File: src/rtl/fwcfg_pkg.sv
`default_nettype none
// ----------------------------------------------------------------------------
// Firmware configuration entry port: shared package
// Types, constants and codes used by the controller, datapath and top level.
// ----------------------------------------------------------------------------
package fwcfg_pkg;

  localparam int NUM_SLOTS  = 16;
  localparam int SLOT_BYTES = 512;
  localparam int BEAT_BYTES = 8;
  localparam int MAX_BEATS  = 64;
  localparam int SLOT_W     = $clog2(NUM_SLOTS);
  localparam int OFF_W      = $clog2(SLOT_BYTES);
  localparam int POS_W      = 10;
  localparam int MEM_DEPTH  = NUM_SLOTS * SLOT_BYTES;
  localparam int MEM_AW     = $clog2(MEM_DEPTH);
  localparam int CNT_W      = 4;

  typedef enum logic [2:0] {
    CMD_SELECT = 3'd0,
    CMD_READ   = 3'd1,
    CMD_DMA    = 3'd2,
    CMD_LOAD   = 3'd3,
    CMD_SET    = 3'd4
  } cmd_t;

  typedef enum logic [1:0] {
    KIND_PORT = 2'd0,
    KIND_BEAT = 2'd1,
    KIND_ACK  = 2'd2
  } kind_t;

  typedef enum logic [2:0] {
    ST_IDLE,
    ST_LOOKUP,
    ST_DECIDE,
    ST_FETCH,
    ST_EMIT,
    ST_WAIT
  } state_t;

  typedef struct packed {
    logic [2:0]  command;
    logic [15:0] key;
    logic [3:0]  read_bytes;
    logic [31:0] dma_control;
    logic [31:0] dma_length;
    logic [63:0] target_addr;
    logic [3:0]  slot;
    logic [8:0]  byte_offset;
    logic [7:0]  byte_value;
    logic [9:0]  entry_size;
    logic        entry_valid;
  } in_word_t;

  typedef struct packed {
    logic [1:0]  kind;
    logic [63:0] data;
    logic [3:0]  byte_count;
    logic [63:0] write_address;
    logic        last;
    logic        error;
  } out_word_t;

  // Controller to datapath.
  typedef struct packed {
    logic capture;     // latch input word, apply select / stores
    logic decide;      // compute transfer totals after lookup
    logic fetch_start; // clear byte assembly for a new word
    logic fetch_byte;  // read one byte at the current pointer
    logic emit;        // load output register from assembly
    logic emit_ack;    // load output register with an acknowledge
  } dp_cmd_t;

  // Datapath to controller.
  typedef struct packed {
    logic [2:0] command;
    logic       found;
    logic       dma_read;
    logic       xfer_zero;
    logic       word_done;
  } dp_stat_t;

endpackage
`default_nettype wire

File: src/rtl/fwcfg_ctrl.sv
`default_nettype none
// ----------------------------------------------------------------------------
// Firmware configuration entry port: controller
// Sequences lookup, byte fetch and result emission for one word at a time.
// ----------------------------------------------------------------------------
module fwcfg_ctrl (
  input  wire logic                clk,
  input  wire logic                rst_n,
  input  wire logic                in_valid,
  output logic                     in_ready,
  input  wire logic                out_busy,
  input  wire logic                out_last,
  input  wire fwcfg_pkg::dp_stat_t stat,
  output fwcfg_pkg::dp_cmd_t       cmd
);
  import fwcfg_pkg::*;

  state_t state_r, state_nxt;

  always_ff @(posedge clk) begin
    if (!rst_n) begin
      state_r <= ST_IDLE;
    end else begin
      state_r <= state_nxt;
    end
  end

  always_comb begin
    state_nxt = state_r;
    unique case (state_r)
      ST_IDLE: begin
        if (in_valid) state_nxt = ST_LOOKUP;
      end
      ST_LOOKUP: state_nxt = ST_DECIDE;
      ST_DECIDE: begin
        if (stat.command == CMD_READ && stat.found) begin
          state_nxt = ST_FETCH;
        end else if (stat.command == CMD_DMA && stat.found && stat.dma_read &&
                     !stat.xfer_zero) begin
          state_nxt = ST_FETCH;
        end else if (!out_busy) begin
          state_nxt = ST_WAIT;
        end
      end
      ST_FETCH: begin
        if (stat.word_done) state_nxt = ST_EMIT;
      end
      ST_EMIT: begin
        if (!out_busy) state_nxt = out_last ? ST_WAIT : ST_FETCH;
      end
      ST_WAIT: state_nxt = ST_IDLE;
      default: state_nxt = ST_IDLE;
    endcase
  end

  always_comb begin
    cmd      = '0;
    in_ready = 1'b0;
    unique case (state_r)
      ST_IDLE: begin
        in_ready    = 1'b1;
        cmd.capture = in_valid;
      end
      ST_LOOKUP: cmd.decide = 1'b1;
      ST_DECIDE: begin
        if ((stat.command == CMD_READ && stat.found) ||
            (stat.command == CMD_DMA && stat.found && stat.dma_read && !stat.xfer_zero)) begin
          cmd.fetch_start = 1'b1;
        end else if (!out_busy) begin
          cmd.emit_ack = 1'b1;
        end
      end
      ST_FETCH: cmd.fetch_byte = 1'b1;
      ST_EMIT: begin
        if (!out_busy) begin
          cmd.emit        = 1'b1;
          cmd.fetch_start = !out_last;
        end
      end
      ST_WAIT: ;
      default: ;
    endcase
  end

endmodule
`default_nettype wire

File: config.mk
export PLATFORM = sky130hd
export DESIGN_NAME = fwcfg_ctrl
export DESIGN_NICKNAME = d
export VERILOG_FILES = /design/src/rtl/fwcfg_pkg.sv /design/src/rtl/fwcfg_ctrl.sv
export SDC_FILE = /design/constraint.sdc
export NUM_CORES = 1
export LEC_CHECK = 0
export ABC_CLOCK_PERIOD_IN_PS = 1770
export BUFFER_PORTS_ARGS = -buffer_cell sky130_fd_sc_hd__buf_4
export CORE_AREA = 2 2 39 41
export DETAILED_ROUTE_END_ITERATION = 12
export DIE_AREA = 0 0 41 43
export PLACE_DENSITY = 0.51
export SYNTH_ARGS = -nofsm -noshare
export SYNTH_HDL_FRONTEND = slang
export SYNTH_SLANG_ARGS = --single-unit
File: constraint.sdc
create_clock -name clk -period 1.77 [get_ports clk]
set_clock_uncertainty 0.05 [all_clocks]
set_input_delay 0.177 -clock clk [delete_from_list [all_inputs] [get_ports clk]]
set_output_delay 0.177 -clock clk [all_outputs]
set_load 0.1 [all_outputs]
**Word level (Yosys, flattened, before mapping)**

Index checks and enable logic that the tools add are counted.

- Register bits: 3
- Output and inout bits: 7
- Input port bits: 12

- Reductions and logical operators: 9
- Eq/ne operators: 10
- Muxes and demuxes: 19

Operator list:

| kind | number |
|---|---|
| 3-bit 2-to-1 mux | 7 |
| 3-bit case mux with 5 select lines | 1 |
| 1-bit 2-to-1 mux | 10 |
| 3-bit by 2-bit equality test with 1-bit output, second input constant | 3 |
| 3-bit by 1-bit equality test with 1-bit output, second input constant | 2 |
| 2-bit != test, second input constant | 3 |
| 1-bit logical AND | 4 |
| 4-bit != test, second input constant | 1 |
| 4-bit AND reduction | 1 |
| 3-bit equality test, second input constant | 1 |
| 3-bit logical NOT | 1 |
| 1-bit logical NOT | 2 |
| 1-bit case mux with 2 select lines | 1 |
| 1-bit logical OR | 1 |

**Logic depth before layout (Yosys ltp)**

- Depth after elaboration: 7
- Gate-level depth with buffers: 5

**Worst setup path after synthesis**

OpenSTA, ideal clock, no wires.

- Kind: register -> output
- Start point: register state_r[0]
- End point: output cmd[5] (netlist bit)
- Path buffers: 1
- Data required time: 1.543 ns
- Cell stages (with the launch flop): 4
- Setup slack: -1.993 ns
- Data arrival time: 3.536 ns
- Path through: dfxtp_1 > buf_2 > nor3_1 > and2_1

RTL lines:

| what | RTL line | text |
|---|---|---|
| start, declared | fwcfg_ctrl.sv:18 | `state_t state_r, state_nxt;` |
| start signal, assigned | fwcfg_ctrl.sv:24 | `state_r <= state_nxt;` |
| end, declared | fwcfg_ctrl.sv:14 | `output fwcfg_pkg::dp_cmd_t cmd` |

==> impl_metrics.toml <==
[status]
status = "finished, final reports clean"

[worst_hold_path]
worst_hold_path_type = "input port to flop"

[synth]
syn_area_um2 = 378
synth.distinct_cells = 27
synth_area_leader_cell = "dfxtp_1"
yosysWarningCount = 0
synth_seq_cells = 3
avgSynthCellArea_um2 = 8.04
ys_seq_area_share_pct = 15.9
synth-main-ff-cell = "dfxtp_1"
ys_async_sr_fraction_pct = 0
synth-edff-count = 0
synthCells = 47
yosysMostFrequentCell = "nand2b_1"
synth_top_area_share_pct = 15.9
synthTopCellsByCount = "5 x nand2b_1, 4 x a21oi_1, 4 x nor2_1"
synth_fp_nets = 59
ys_top_cells_by_area = "dfxtp_1 16%, nand2b_1 8.3%, buf_6 6.0%"

[cells_and_area]
drive_above_1_share_pct = 52.2
largest_register = "state_r"
multi_input_area_um2 = 332
largest_register_ff_count = 3
top_regs = "state_r: 3 flops"
seq_area_um2 = 61.3
fillers = 140
diodes = 0
nNetsFinal = 82
syn_to_final_growth_pct = 58.9

[timing]
min_period_over_period_pct = 95.4
period_needed_ns = 1.69
timing.hold.ws_ns = 0.145
rsz0062_at_grt = "no"
worst_slew_pin_slew_ns = 0.343
finalSetupTns_ns = 0
slew_headroom_pct = 77.2
hold_violations = 0
slew_violations = 0
setup_slack_ns = 0.0823
setup_violations = 0
fmax_ghz = 0.593

[placement]
port_buffers = 18
place_ws_ns = 0.277
gp_congestion = 0.739
hpwlAfterDp_um = 753

[route]
routed_wl_um = 965
route.detailed.drc = 0
drtIter0Drc = 4
num_vias = 427
routedWlPerCell_um = 11.4
dr.pass1.iters = 4
routed_via_density = 5.02
ant_nets = 0

[worst_setup_path]
critPathKind = "flop to output port"
cp_slowest_cell = "dfxtp_1"
cp_max_fo = 6
worst-path-buf-inv = 1
crit_required_ns = 1.54
end_kind = "output port"
cp.arrival_ns = 1.46
path_cells = "and2b_1, a22oi_1, nor2_2, buf_4"
critical_path.top_delay_family = "flip-flops"
startpoint_type = "flop"
max_stage_delay_ns = 0.48

[clock_network]
clk_latency_ns = 0.24
clk_pin_slew_ns = 0.04
postCtsHoldBufs = 0
clk_path_buf_depth = 2
postCtsSetupBuffers = 0
cts_tree = "done"
clock-sinks = 3
post_cts_resized = 0
cts_inserted_buffers = 3
cts_max_level = 1
clock-root-buffer = "clkbuf_4"

[global_routing]
grt_usage_pct = 14.1
grt_max_degree = 15
antenna_found_initial = 0
grt_pass1_wl_mm = 1.71
grt-ovfl-total = 0
grt_pass1_vias = 381

[floorplan]
start_util_pct = 27.3
die_w_um = 41
pin_count = 19
num_rows = 14
die-area_um2 = 1760
die_h_um = 43
fp.coreArea_um2 = 1380

[job]
drv_cap = 0
[worst paths after layout]
kind / start / endpoint / slack [ns] / depth (start not counted)
worst min-delay path: rst_n / state_r[2] / 0.15 / 3
worst max-delay path: state_r[1] / cmd[3] / 0.08 / 4
worst min register to register: state_r[0] / state_r[0] / 0.58 / 2
worst max register to register: state_r[1] / state_r[0] / 0.28 / 5
[worst reg2reg max path: stages, from the launching register on]
cell	delay [ns]
dfxtp_1	0.38
buf_4	0.20
or3_4	0.39
a21oi_4	0.20
nand3_1	0.09
o31ai_1	0.08
[layout make-up]
class,count,area share (%)
repair buffers,21,26.2
well taps,16,3.33
inverters,1,0.625
multi-input cells,40,55.2
flip-flops and latches,3,10.2
clock buffers,4,4.38
[cell usage in the layout, fill, tap and decap left out]
master     count
dfxtp_2        1
a22oi_1        1
a211o_1        1
a21oi_1        4
clkbuf_1       1
a21oi_2        1
nor3b_4        2
or3_4          1
nor3_4         1
nor4_4         1
nand2_1        1
nor2_2         1
a21oi_4        1
inv_1          1
nor2_1         3
a211oi_2       1
o31ai_1        3
a31o_1         1
nand4bb_1      1
nand3_1        3
buf_4         21
o21ai_0        2
nand2b_1       5
clkbuf_4       3
nor2b_4        1
dfxtp_1        2
and2_4         1
nand3b_1       1
and2_1         1
and2b_1        2
[layer usage]
metal / up-vias / global-route usage, % / wire length [um]
met2: 12 / 19.1 / 457
met1: 196 / 19.4 / 426
met3: 2 / 3.66 / 70
li1: 217 / - / -
met4: 0 / 8.00 / 11
met5: - / 0 / 0
[per-stage QoR]
stage	cell area, um^2	utilization, %	instances
after global routing	601	43.4	85
after floorplan	430	-	47
final	601	43.4	85
after detailed placement	574	41.5	81
after CTS	601	43.4	85
after global placement	574	41.5	81
[cells by family (layout without fill, tap and decap cells)]
group	after synthesis	in the layout	share of synthesized area, %
AOI/OAI and AO/OA	15	15	30.5
buffers and inverters	4	26	8.28
DFF	3	3	15.9
and+or+nand+nor	25	25	45.4
Power is not shown: default switching activity piles up to over one toggle a cycle in this logic, so the estimate is an artifact.
